--- config.mk ---
export PLATFORM = sky130hd
export DESIGN_NAME = battery_level_filter_hysteresis_unit
export DESIGN_NICKNAME = d
export VERILOG_FILES = /design/src/rtl/blf_pkg.sv /design/src/rtl/battery_level_filter_hysteresis_unit.sv /design/src/rtl/blf_divider.sv
export SDC_FILE = /design/constraint.sdc
export NUM_CORES = 1
export LEC_CHECK = 0
export ABC_AREA = 1
export BUFFER_PORTS_ARGS = -buffer_cell sky130_fd_sc_hd__buf_2
export CAP_MARGIN = 20
export CORE_ASPECT_RATIO = 0.5
export CORE_MARGIN = 1.5
export CORE_UTILIZATION = 40
export CTS_BUF_LIST = sky130_fd_sc_hd__clkbuf_4 sky130_fd_sc_hd__clkbuf_8 sky130_fd_sc_hd__clkbuf_16
export CTS_CLUSTER_DIAMETER = 40
export DETAILED_ROUTE_END_ITERATION = 7
export PLACE_DENSITY = 0.53
export SYNTH_ARGS = -nofsm -noshare
export SYNTH_HDL_FRONTEND = slang
export SYNTH_SLANG_ARGS = --single-unit
--- constraint.sdc ---
create_clock -name clk -period 12.8 [get_ports clk]
set_clock_uncertainty 0.2 [all_clocks]
set_input_delay 0.64 -clock clk [delete_from_list [all_inputs] [get_ports clk]]
set_output_delay 0.64 -clock clk [all_outputs]
set_load 0.02 [all_outputs]
--- src/rtl/blf_pkg.sv ---
// ----------------------------------------------------------------------------
// blf_pkg: shared types and constants for the battery level filter
// Register indexes, status and event codes, divider widths and the
// request record that the sequencer hands to the serial divider.
// ----------------------------------------------------------------------------
package blf_pkg;

	localparam int unsigned DIV_W = 24;   // dividend / quotient width
	localparam int unsigned DVS_W = 16;   // divisor / remainder width
	localparam int unsigned CNT_W = $clog2(DIV_W);

	localparam int unsigned PCT_W   = 7;
	localparam int unsigned VOLT_W  = 16;
	localparam int unsigned COUNT_W = 32;

	localparam logic [PCT_W-1:0] PCT_FULL = 7'd100;

	localparam logic [2:0] REG_VALID_MIN   = 3'd0;
	localparam logic [2:0] REG_VALID_MAX   = 3'd1;
	localparam logic [2:0] REG_EMPTY_LEVEL = 3'd2;
	localparam logic [2:0] REG_FULL_LEVEL  = 3'd3;
	localparam logic [2:0] REG_HYST_PCT    = 3'd4;
	localparam logic [2:0] REG_ERROR_LIMIT = 3'd5;

	localparam logic [1:0] STATUS_SEARCH = 2'd0;
	localparam logic [1:0] STATUS_READY  = 2'd1;
	localparam logic [1:0] STATUS_ERROR  = 2'd2;

	localparam logic [1:0] EVENT_NONE  = 2'd0;
	localparam logic [1:0] EVENT_START = 2'd1;
	localparam logic [1:0] EVENT_END   = 2'd2;

	typedef struct packed {
		logic             start;
		logic [DIV_W-1:0] dividend;
		logic [DVS_W-1:0] divisor;
	} div_req_t;

endpackage

--- src/rtl/battery_level_filter_hysteresis_unit.sv ---
// ----------------------------------------------------------------------------
// battery_level_filter_hysteresis_unit: battery voltage filter and display
// Rounded IIR low-pass on accepted samples, linear percent mapping with
// hysteresis, error counting and charger edge events.
// ----------------------------------------------------------------------------
// One result per sample. A rejected sample goes from S_IDLE straight to S_FIN.
// An accepted sample updates the filter by a reciprocal multiplication in
// S_FDIV. When the filtered voltage falls strictly between the empty and full
// levels, the percent then goes through the serial divider in S_PSET and
// S_PDIV. The first sample only seeds the filter and skips S_FDIV. A sample
// that clamps to 0 or 100 goes from S_PSET straight to S_FIN. The input is
// not ready while a sample is in work. A finished result sits in the output
// register, so the next sample can be taken while it waits.
// FILTER_DIVISOR ranges 2 to 16.
module battery_level_filter_hysteresis_unit #(
	parameter int unsigned FILTER_DIVISOR = 4
) (
	input  logic        clk,
	input  logic        arst_n,
	input  logic        cfg_wr_en,
	input  logic [2:0]  cfg_index,
	input  logic [15:0] cfg_data,
	input  logic        s_tvalid,
	output logic        s_tready,
	// [15:0] voltage_sample, [16] external_power, [17] charge_full, [23:18] zero
	input  logic [23:0] s_tdata,
	// [0] read_ok, [1] charge_valid
	input  logic [1:0]  s_tuser,
	output logic        m_tvalid,
	input  logic        m_tready,
	// [15:0] filtered_voltage, [22:16] shown_percent, [24:23] service_status,
	// [26:25] charge_event, [27] ext_power_out, [28] full_out,
	// [60:29] adc_errors, [92:61] charge_errors, [95:93] zero
	output logic [95:0] m_tdata,
	// [0] sample_taken
	output logic [0:0]  m_tuser
);

	localparam logic [2:0] S_IDLE = 3'd0;
	localparam logic [2:0] S_FDIV = 3'd1;
	localparam logic [2:0] S_PSET = 3'd2;
	localparam logic [2:0] S_PDIV = 3'd3;
	localparam logic [2:0] S_FIN  = 3'd4;

	localparam int unsigned DW = blf_pkg::DIV_W;
	localparam int unsigned VW = blf_pkg::VOLT_W;
	localparam int unsigned PW = blf_pkg::PCT_W;
	localparam int unsigned CW = blf_pkg::COUNT_W;

	// filter sum f*(D-1) + v + D/2 stays below 2^20 for D up to 16;
	// divide it by D as (sum * REC_MUL) >> REC_SH, exact over that range
	localparam int unsigned ACC_W  = 20;
	localparam int unsigned REC_SH = ACC_W + $clog2(FILTER_DIVISOR);
	localparam int unsigned REC_W  = 22;
	localparam int unsigned PROD_W = ACC_W + REC_W;
	localparam logic [REC_W-1:0] REC_MUL =
		REC_W'((2**REC_SH + FILTER_DIVISOR - 1) / FILTER_DIVISOR);

	// configuration
	logic [VW-1:0] valid_min_q, valid_max_q, empty_level_q, full_level_q;
	logic [PW-1:0] hyst_pct_q;
	logic [7:0]    error_limit_q;

	// block state
	logic [2:0]    state_q;
	logic [VW-1:0] filter_q;
	logic [PW-1:0] disp_q;
	logic          primed_q;
	logic [CW-1:0] consec_q, adc_err_q, chg_err_q;
	logic [1:0]    status_q;
	logic          prev_ext_q, ext_held_q, full_held_q;

	// item in work
	logic [ACC_W-1:0] acc_q;
	logic          taken_q, cvalid_q, ext_q, full_q;
	logic [VW-1:0] filt_new_q;
	logic [PW-1:0] cand_q;

	// output register
	logic          m_tvalid_q;
	logic [95:0]   m_tdata_q;
	logic [0:0]    m_tuser_q;

	blf_pkg::div_req_t     div_req;
	logic                  div_done;
	logic [DW-1:0]         div_quo;

	logic                  in_fire, fin_fire, in_taken;
	logic [VW-1:0]         in_volt;
	logic [PW-1:0]         diff, disp_next;
	logic [CW-1:0]         consec_next;
	logic [1:0]            event_next;
	logic [PROD_W-1:0]     filt_prod;

	assign s_tready = state_q == S_IDLE;
	assign in_fire  = s_tvalid && s_tready;
	assign fin_fire = state_q == S_FIN && (!m_tvalid_q || m_tready);
	assign in_volt  = s_tdata[15:0];
	assign in_taken = s_tuser[0] && in_volt >= valid_min_q && in_volt <= valid_max_q;

	assign filt_prod = PROD_W'(acc_q) * PROD_W'(REC_MUL);

	blf_divider u_div (
		.clk      (clk),
		.arst_n   (arst_n),
		.req      (div_req),
		.done     (div_done),
		.quotient (div_quo)
	);

	// divider requests: percent in S_PSET
	always_comb begin
		div_req = '0;
		if (state_q == S_PSET) begin
			div_req.start    = filt_new_q > empty_level_q && filt_new_q < full_level_q;
			div_req.dividend = DW'(filt_new_q - empty_level_q) * DW'(blf_pkg::PCT_FULL);
			div_req.divisor  = full_level_q - empty_level_q;
		end
	end

	always_ff @(posedge clk or negedge arst_n) begin
		if (!arst_n) begin
			valid_min_q   <= 16'd25000;
			valid_max_q   <= 16'd48000;
			empty_level_q <= 16'd33000;
			full_level_q  <= 16'd41000;
			hyst_pct_q    <= 7'd2;
			error_limit_q <= 8'd3;
		end else if (cfg_wr_en) begin
			unique case (cfg_index)
				blf_pkg::REG_VALID_MIN:   valid_min_q   <= cfg_data;
				blf_pkg::REG_VALID_MAX:   valid_max_q   <= cfg_data;
				blf_pkg::REG_EMPTY_LEVEL: empty_level_q <= cfg_data;
				blf_pkg::REG_FULL_LEVEL:  full_level_q  <= cfg_data;
				blf_pkg::REG_HYST_PCT:    hyst_pct_q    <= cfg_data[PW-1:0];
				blf_pkg::REG_ERROR_LIMIT: error_limit_q <= cfg_data[7:0];
				default: ;
			endcase
		end
	end

	// sequencer
	always_ff @(posedge clk or negedge arst_n) begin
		if (!arst_n) begin
			state_q <= S_IDLE;
		end else begin
			unique case (state_q)
				S_IDLE: begin
					if (in_fire) begin
						if (!in_taken) state_q <= S_FIN;
						else if (primed_q) state_q <= S_FDIV;
						else state_q <= S_PSET;
					end
				end
				S_FDIV: state_q <= S_PSET;
				S_PSET: state_q <= div_req.start ? S_PDIV : S_FIN;
				S_PDIV: if (div_done) state_q <= S_FIN;
				S_FIN:  if (fin_fire) state_q <= S_IDLE;
				default: state_q <= S_IDLE;
			endcase
		end
	end

	// item registers
	always_ff @(posedge clk) begin
		if (in_fire) begin
			acc_q      <= ACC_W'(filter_q) * ACC_W'(FILTER_DIVISOR - 1) + ACC_W'(in_volt)
				+ ACC_W'(FILTER_DIVISOR / 2);
			taken_q    <= in_taken;
			cvalid_q   <= s_tuser[1];
			ext_q      <= s_tdata[16];
			full_q     <= s_tdata[17];
			filt_new_q <= in_volt;
		end
		if (state_q == S_FDIV) filt_new_q <= filt_prod[REC_SH +: VW];
		if (state_q == S_PSET) begin
			// clamps decide on their own, also when empty is not below full
			if (filt_new_q <= empty_level_q) cand_q <= '0;
			else cand_q <= blf_pkg::PCT_FULL;
		end
		if (state_q == S_PDIV && div_done) cand_q <= div_quo[PW-1:0];
	end

	always_comb begin
		diff = (cand_q >= disp_q) ? cand_q - disp_q : disp_q - cand_q;
		if (!primed_q || diff >= hyst_pct_q || cand_q == '0 || cand_q == blf_pkg::PCT_FULL)
			disp_next = cand_q;
		else
			disp_next = disp_q;
		consec_next = (consec_q != '1) ? consec_q + 1'b1 : consec_q;
		event_next = blf_pkg::EVENT_NONE;
		if (taken_q && cvalid_q && prev_ext_q != ext_q)
			event_next = ext_q ? blf_pkg::EVENT_START : blf_pkg::EVENT_END;
	end

	// commit state at the end of the item
	always_ff @(posedge clk or negedge arst_n) begin
		if (!arst_n) begin
			filter_q    <= '0;
			disp_q      <= '0;
			primed_q    <= 1'b0;
			consec_q    <= '0;
			adc_err_q   <= '0;
			chg_err_q   <= '0;
			status_q    <= blf_pkg::STATUS_SEARCH;
			prev_ext_q  <= 1'b0;
			ext_held_q  <= 1'b0;
			full_held_q <= 1'b0;
		end else if (fin_fire) begin
			if (taken_q) begin
				filter_q <= filt_new_q;
				disp_q   <= disp_next;
				primed_q <= 1'b1;
				status_q <= blf_pkg::STATUS_READY;
				consec_q <= '0;
				if (cvalid_q) begin
					ext_held_q  <= ext_q;
					full_held_q <= full_q;
					prev_ext_q  <= ext_q;
				end else if (chg_err_q != '1) begin
					chg_err_q <= chg_err_q + 1'b1;
				end
			end else begin
				consec_q <= consec_next;
				if (adc_err_q != '1) adc_err_q <= adc_err_q + 1'b1;
				if (consec_next >= CW'(error_limit_q)) status_q <= blf_pkg::STATUS_ERROR;
			end
		end
	end

	// output register: hold until transferred
	always_ff @(posedge clk or negedge arst_n) begin
		if (!arst_n) begin
			m_tvalid_q <= 1'b0;
		end else if (fin_fire) begin
			m_tvalid_q <= 1'b1;
		end else if (m_tready) begin
			m_tvalid_q <= 1'b0;
		end
	end

	always_ff @(posedge clk) begin
		if (fin_fire) begin
			m_tuser_q <= taken_q;
			if (taken_q) begin
				m_tdata_q <= {3'b000,
					(cvalid_q || chg_err_q == '1) ? chg_err_q : chg_err_q + 1'b1,
					adc_err_q,
					cvalid_q ? full_q : full_held_q,
					cvalid_q ? ext_q : ext_held_q,
					event_next,
					blf_pkg::STATUS_READY,
					disp_next,
					filt_new_q};
			end else begin
				m_tdata_q <= {3'b000,
					chg_err_q,
					(adc_err_q != '1) ? adc_err_q + 1'b1 : adc_err_q,
					full_held_q,
					ext_held_q,
					blf_pkg::EVENT_NONE,
					(consec_next >= CW'(error_limit_q)) ? blf_pkg::STATUS_ERROR : status_q,
					disp_q,
					filter_q};
			end
		end
	end

	assign m_tvalid = m_tvalid_q;
	assign m_tdata  = m_tdata_q;
	assign m_tuser  = m_tuser_q;

endmodule

--- src/rtl/blf_divider.sv ---
// ----------------------------------------------------------------------------
// blf_divider: serial restoring divider
// One quotient bit per cycle; done pulses for one cycle when the quotient
// is complete. A divisor of zero is never requested.
// ----------------------------------------------------------------------------
module blf_divider (
	input  logic                        clk,
	input  logic                        arst_n,
	input  blf_pkg::div_req_t           req,
	output logic                        done,
	output logic [blf_pkg::DIV_W-1:0]   quotient
);

	logic [blf_pkg::DVS_W-1:0] rem_q;
	logic [blf_pkg::DIV_W-1:0] quo_q;
	logic [blf_pkg::DVS_W-1:0] dvs_q;
	logic [blf_pkg::CNT_W-1:0] cnt_q;
	logic                      busy_q;
	logic                      done_q;
	logic [blf_pkg::DVS_W:0]   trial;
	logic                      fits;

	// shift in the next dividend bit and try the subtraction
	assign trial = {rem_q, quo_q[blf_pkg::DIV_W-1]};
	assign fits  = trial >= {1'b0, dvs_q};

	always_ff @(posedge clk or negedge arst_n) begin
		if (!arst_n) begin
			busy_q <= 1'b0;
			done_q <= 1'b0;
			cnt_q  <= '0;
		end else begin
			done_q <= 1'b0;
			if (req.start) begin
				busy_q <= 1'b1;
				cnt_q  <= blf_pkg::CNT_W'(blf_pkg::DIV_W - 1);
			end else if (busy_q) begin
				cnt_q <= cnt_q - 1'b1;
				if (cnt_q == '0) begin
					busy_q <= 1'b0;
					done_q <= 1'b1;
				end
			end
		end
	end

	always_ff @(posedge clk) begin
		if (req.start) begin
			rem_q <= '0;
			quo_q <= req.dividend;
			dvs_q <= req.divisor;
		end else if (busy_q) begin
			if (fits) begin
				rem_q <= blf_pkg::DVS_W'(trial - {1'b0, dvs_q});
			end else begin
				rem_q <= trial[blf_pkg::DVS_W-1:0];
			end
			quo_q <= {quo_q[blf_pkg::DIV_W-2:0], fits};
		end
	end

	assign done     = done_q;
	assign quotient = quo_q;

endmodule
==> results of run 1 <==
worst min path at each step:
| stage | startpoint | endpoint | slack [ns] | cells after the start |
|---|---|---|---|---|
| after global placement | valid_min_q[6] | valid_min_q[6] | 0.27 | 2 |
| after CTS | cfg_data[9] | valid_max_q[9] | 0.11 | 3 |
| after floorplan | arst_n | adc_err_q[0] | 0.14 | 0 |
| after detailed placement | ext_held_q | ext_held_q | 0.27 | 2 |
| after global routing | cfg_data[8] | valid_max_q[8] | 0.14 | 3 |
| final | cfg_data[9] | valid_max_q[9] | 0.13 | 3 |
Yosys cell counts (6+ instances only):
library cell,n,area (µm²)
a21o_1,12,90.1
a21oi_1,161,806
buf_1,6,22.5
buf_2,17,85.1
clkbuf_1,51,191
dfrtp_1,190,4750
dfstp_2,25,657
dfxtp_1,16,320
edfxtp_1,177,5320
fa_1,35,701
ha_1,195,2440
inv_1,446,1670
mux2_2,17,191
nand2_1,803,3010
nand3_1,163,816
nand3b_1,17,128
nand4_1,42,263
nor2_1,184,691
nor2_2,8,50.1
nor3_1,35,175
nor4_1,15,93.8
o21ai_0,285,1430
o21ai_1,62,310
o22ai_1,14,87.6
xnor2_1,25,219
xor2_1,91,797
flip-flops by register name, summed over array words and instances, names as in the netlist, 2 cells and up:
register and flops:
acc_q 16, adc_err_q 32, cand_q 7, chg_err_q 32, consec_q 32, disp_q 7, empty_level_q 16, error_limit_q 8
filt_new_q 16, filter_q 16, full_level_q 16, hyst_pct_q 7, m_tdata 93, state_q 3, status_q 2, u_div.cnt_q 5
u_div.dvs_q 16, u_div.quotient 24, u_div.rem_q 16, valid_max_q 16, valid_min_q 16
power by group:
| part | internal, µW | switching [µW] | total (µW) | leakage [µW] |
|---|---|---|---|---|
| sequential | 1450 | 50.4 | 1500 | 0.00416 |
| combinational | 674 | 1060 | 1740 | 0.00878 |
| clock | 908 | 623 | 1530 | 0.000884 |
| total | 3030 | 1740 | 4770 | 0.0138 |
worst min-delay path, stage by stage:
cell     delay [ns]
buf_2          0.12
inv_1          0.09
o21ai_0        0.09
metrics by stage:
step	hold WS, ns	cell area (µm²)	setup slack (ns)
floorplan	0.144	26000	7.82
global route	0.139	29500	6.35
CTS	0.106	29400	6.79
finish	0.135	29500	6.79
detailed placement	0.265	27600	6.88
global placement	0.267	27600	6.90
layout make-up:
cell class                 count  area share (%)
inverter                     452            5.77
multi-input combinational   2230            43.7
clock inverter                33            1.26
timing repair buffer         163            3.32
clock buffer                  61            4.82
sequential                   408            37.4
tap                          871            3.69
layer usage:
metal / vias up / wire length [µm] / GRT usage [%]
li1: 10700 / - / -
met1: 9657 / 31200 / 27.5
met2: 339 / 28800 / 31.2
met3: 73 / 2640 / 2.93
met4: 0 / 1030 / 4.10
met5: - / 0 / 0
cell families after synthesis:
| family | after synthesis |
|---|---|
| simple gates | 1292 |
| other cells | 1 |
| compound gates | 572 |
| fa+ha+maj | 230 |
| flops | 408 |
| xor+xnor | 116 |
| buf+inv | 534 |
| mux | 17 |
repair_timing:
item	CTS	global route
setup buffers	0	0
hold buffers	5	0
endpoints found under the hold margin	66	0
==> results_dict.tcl, run 1 <==
set metrics [dict create \
    yosysSeqAreaShare_pct 42.5 \
    worstHoldPathType "primary input to register" \
    initial_core_util_pct 40.9 \
    cp_top_family "adder cells" \
    core_area_um2 63600 \
    setup_viol 0 \
    grt_max_degree 123 \
    vias_per_cell 4.94 \
    syn2layout_area_growth_pct 13.6 \
    reg2reg_depth 25 \
    clockBufferDepth 3 \
    n_antenna_cell 0 \
    grt_use_total_pct 19.3 \
    slew_violations 0 \
    area.sequential_um2 11000 \
    path_class "register to register" \
    dp_hpwl_um 47200 \
    hold_viol_final 0 \
    fmax_ghz 0.166 \
    arrival_ns 6.11 \
    std_cell_rows 65 \
    port_buffers 139 \
    vias 20800 \
    drive_gt1_share_pct 10.1 \
    worst_path_largest_cell_delay_ns 0.49 \
    wl_per_cell_um 15.1 \
    critPathMaxFanout 5 \
    synth_area_per_cell_um2 8.20 \
    crit_top_cell "nand2_1" \
    overflow 0 \
    clkLatencyLatePin_ns 0.61 \
    h-tree-depth 2 \
    leakagePower_uw 0.0138 \
    ys_ff_latch 408 \
    powerDensity_nw_per_um2 161 \
    reg2reg_to "u_div.quotient[23]" \
    ys_types 63 \
    path_clk_slew_ns 0.06 \
    end_kind "register" \
    remaining_drc_errors 0 \
    synth_fa_ha_area_share_pct 12.1 \
    yosys.area_share.simple_pct 21.1 \
    status "completed" \
    root_buffer "clkbuf_16" \
    fin_crit_sh_pct 47.0 \
    finalNonFillerCells 4218 \
    ir_worst_vdd_mv 0.169 \
    ff2ff_setup_slack_ns 6.79 \
    synthArstFlopShare_pct 52.7 \
    cts.sinks 408 \
    layout_commonest_cell "nand2_1" \
    antenna_found_initial 0 \
    cts.repair.resized 0 \
    synthMuxAreaShare_pct 0.737 \
    die_y_um 183 \
    final_nets 3585 \
    numCtsBuffers 50 \
    setup_tns_ns 0 \
    maxCapViolations 0 \
    drtIter0Drc 1525 \
    final_cell_mix "nand2_1 (803), inv_1 (445), o21ai_0 (285)" \
    cts_tree "done" \
    total_power_uw 4770 \
    path_depth 25 \
    grt_first_pass_wirelength_um 104000 \
    gp_congestion 0.879 \
    dp_cells 4115 \
    synth_area_um2 26000 \
    synthFlopType "dfrtp_1" \
    tightestPinTransition_ns 1.01 \
    synthCells 3170 \
    slew_headroom_pct 32.5 \
    synth-warning-count 0 \
    die_x_um 363 \
    reg2reg_from "filt_new_q[0]" \
    multi_input_area_um2 12900 \
    crit_end "u_div.quotient[23]" \
    dieArea_um2 66600 \
    rsz0062_at_grt "no" \
    synth_edf_count 177 \
    slowest_stage "fa_1" \
    fin_crit_ns 6.01 \
    fillers 6415 \
    ant_nets 0 \
    routed_wl_um 63700 \
    first_pass_iters 5 \
    grt_pass1_vias 19800 \
    fin_util_pct 46.4 \
    synth_compound_area_share_pct 11.7 \
    crit_buf_inv 3 \
    synth_top_family_by_area "simple AND/OR/NAND/NOR gates" \
    synth_xor_area_share_pct 3.91 \
    worstPathRequired_ns 12.90 \
    pin_count 149 \
    crit_path_start_kind "register" \
    crit_path_start "filt_new_q[0]" \
]
No activity file was read; power rests on OpenSTA's default activity.
==> inputs of run 2 (changes only) <==
--- a/config.mk
+++ b/config.mk
@@ -14,7 +14,7 @@
 export CTS_BUF_LIST = sky130_fd_sc_hd__clkbuf_4 sky130_fd_sc_hd__clkbuf_8 sky130_fd_sc_hd__clkbuf_16
 export CTS_CLUSTER_DIAMETER = 40
 export DETAILED_ROUTE_END_ITERATION = 7
-export PLACE_DENSITY = 0.53
+export PLACE_DENSITY = 0.55
 export SYNTH_ARGS = -nofsm -noshare
 export SYNTH_HDL_FRONTEND = slang
 export SYNTH_SLANG_ARGS = --single-unit
==> constraint.sdc (replaced) <==
create_clock -name clk -period 4.8 [get_ports clk]
set_clock_uncertainty 0.2 [all_clocks]
set_input_delay 0.24 -clock clk [delete_from_list [all_inputs] [get_ports clk]]
set_output_delay 0.24 -clock clk [all_outputs]
set_load 0.02 [all_outputs]
==> results_dict.tcl, run 2 (synthesis results as in run 1) <==
set metrics [dict create \
    worstPathRequired_ns 4.93 \
    std_cell_rows 65 \
    dp_hpwl_um 49400 \
    setup_viol 0 \
    slew_headroom_pct 30.9 \
    clkLatencyLatePin_ns 0.62 \
    reg2reg_from "filt_new_q[0]" \
    initial_core_util_pct 40.9 \
    gp_congestion 0.892 \
    vias 21700 \
    cts_tree "done" \
    grt_first_pass_wirelength_um 108000 \
    worst_slack_ns 0.191 \
    overflow 0 \
    grt_max_degree 105 \
    syn2layout_area_growth_pct 19.3 \
    final_area_um2 31000 \
    cts.sinks 408 \
    reg2reg_to "u_div.quotient[22]" \
    clockBufferDepth 3 \
    pin_count 149 \
    first_pass_iters 5 \
    layout_commonest_cell "nand2_1" \
    drtIter0Drc 1372 \
    fmax_ghz 0.217 \
    grt_use_total_pct 20.1 \
    ff2ff_setup_slack_ns 0.19 \
    core_area_um2 63600 \
    fin_util_pct 48.7 \
    worstHoldPathType "primary input to asynchronous set/reset pin" \
    n_antenna_cell 0 \
    numCtsBuffers 51 \
    final_cell_mix "nand2_1 (794), inv_1 (439), o21ai_0 (276)" \
    antenna_found_initial 0 \
    wl_per_cell_um 15.5 \
    crit_path_start "filt_new_q[0]" \
    largest_reg_flops 93 \
    hold_viol_final 0 \
    root_buffer "clkbuf_16" \
    crit_end "u_div.quotient[22]" \
    critPathMaxFanout 4 \
    die_x_um 363 \
    dieArea_um2 66600 \
    drive_gt1_share_pct 14.5 \
    status "completed" \
    end_kind "register" \
    h-tree-depth 2 \
    slew_violations 0 \
    maxCapViolations 0 \
    rsz0062_at_grt "yes" \
    ir_worst_vdd_mv 0.585 \
    path_clk_slew_ns 0.07 \
    arrival_ns 4.73 \
    reg2reg_depth 22 \
    die_y_um 183 \
    setup_tns_ns 0 \
    final_nets 3708 \
    remaining_drc_errors 0 \
    place_area_um2 28100 \
    port_buffers 139 \
    powerDensity_nw_per_um2 479 \
    routed_wl_um 67300 \
    grt_pass1_vias 20500 \
    vias_per_cell 4.99 \
    leakagePower_uw 0.0144 \
    tightestPinTransition_ns 1.03 \
    fin_crit_ns 4.61 \
    fin_crit_sh_pct 96.0 \
    path_class "register to register" \
    dpl_worst_slack_ns -0.215 \
    ant_nets 0 \
    crit_path_start_kind "register" \
]
run 2: timing repair:
| action | 4_1_cts | 5_1_grt |
|---|---|---|
| hold buffers | 41 | 4 |
| setup buffers | 1 | 6 |
| cloned | 0 | 0 |
| resized for setup | 18 | 79 |
| setup endpoints to repair | 10 | 12 |
| pin swaps | 9 | 43 |
| hold endpoints to repair | 187 | 4 |
run 2: power breakdown:
group / leakage [µW] / internal (µW) / switching [µW] / total (µW)
clock: 0.000882 / 2380 / 1700 / 4090
combinational: 0.00939 / 3160 / 3630 / 6790
sequential: 0.00416 / 3860 / 133 / 3990
total: 0.0144 / 9390 / 5470 / 14900
run 2: through the flow:
step	total power [µW]	std cells	hold slack [ns]
2_1_floorplan	7650	3172	-0.256
3_5_place_dp	9630	4191	0.148
5_1_grt	16000	4342	0.112
4_1_cts	14000	4329	0.0440
6_report	14900	4342	0.0439
3_3_place_gp	9580	4191	0.133
run 2: metal layers:
layer | wire length [µm] | global-route usage, % | up-vias
li1 | - | - | 11000
met1 | 32400 | 28.3 | 10200
met2 | 30800 | 32.6 | 388
met3 | 2740 | 2.99 | 102
met4 | 1290 | 4.77 | 0
met5 | 0 | 0 | -
run 2: layout make-up:
class,instances,area [µm²]
well taps,871,1090
clock buffers,63,1430
multi-input cells,2230,13400
repair buffers,285,1960
fillers,6136,32600
flip-flops and latches,408,11000
inverters,452,1700
clock inverters,33,360
run 2: how the worst min path moves through the flow:
stage,endpoint,slack (ns),cells after the start
after global routing,adc_err_q[29],0.11,2
after floorplan,adc_err_q[0],-0.26,0
after CTS,hyst_pct_q[1],0.04,4
after global placement,adc_err_q[26],0.13,1
after detailed placement,adc_err_q[30],0.15,1
final,adc_err_q[29],0.04,2
run 2: worst max-delay path: stages, from the launching register on:
cell	delay, ns
edfxtp_1	0.35
inv_1	0.05
ha_2	0.19
fa_2	0.38
o21ai_4	0.18
nand2_1	0.08
nand2_2	0.10
a21boi_2	0.08
o21ai_2	0.18
a31oi_1	0.13
xnor2_1	0.16
buf_4	0.17
ha_4	0.13
inv_1	0.05
fa_1	0.46
fa_1	0.52
inv_2	0.05
ha_4	0.23
a21oi_2	0.12
o211ai_1	0.11
a21oi_2	0.15
xor2_1	0.15
a21oi_1	0.08
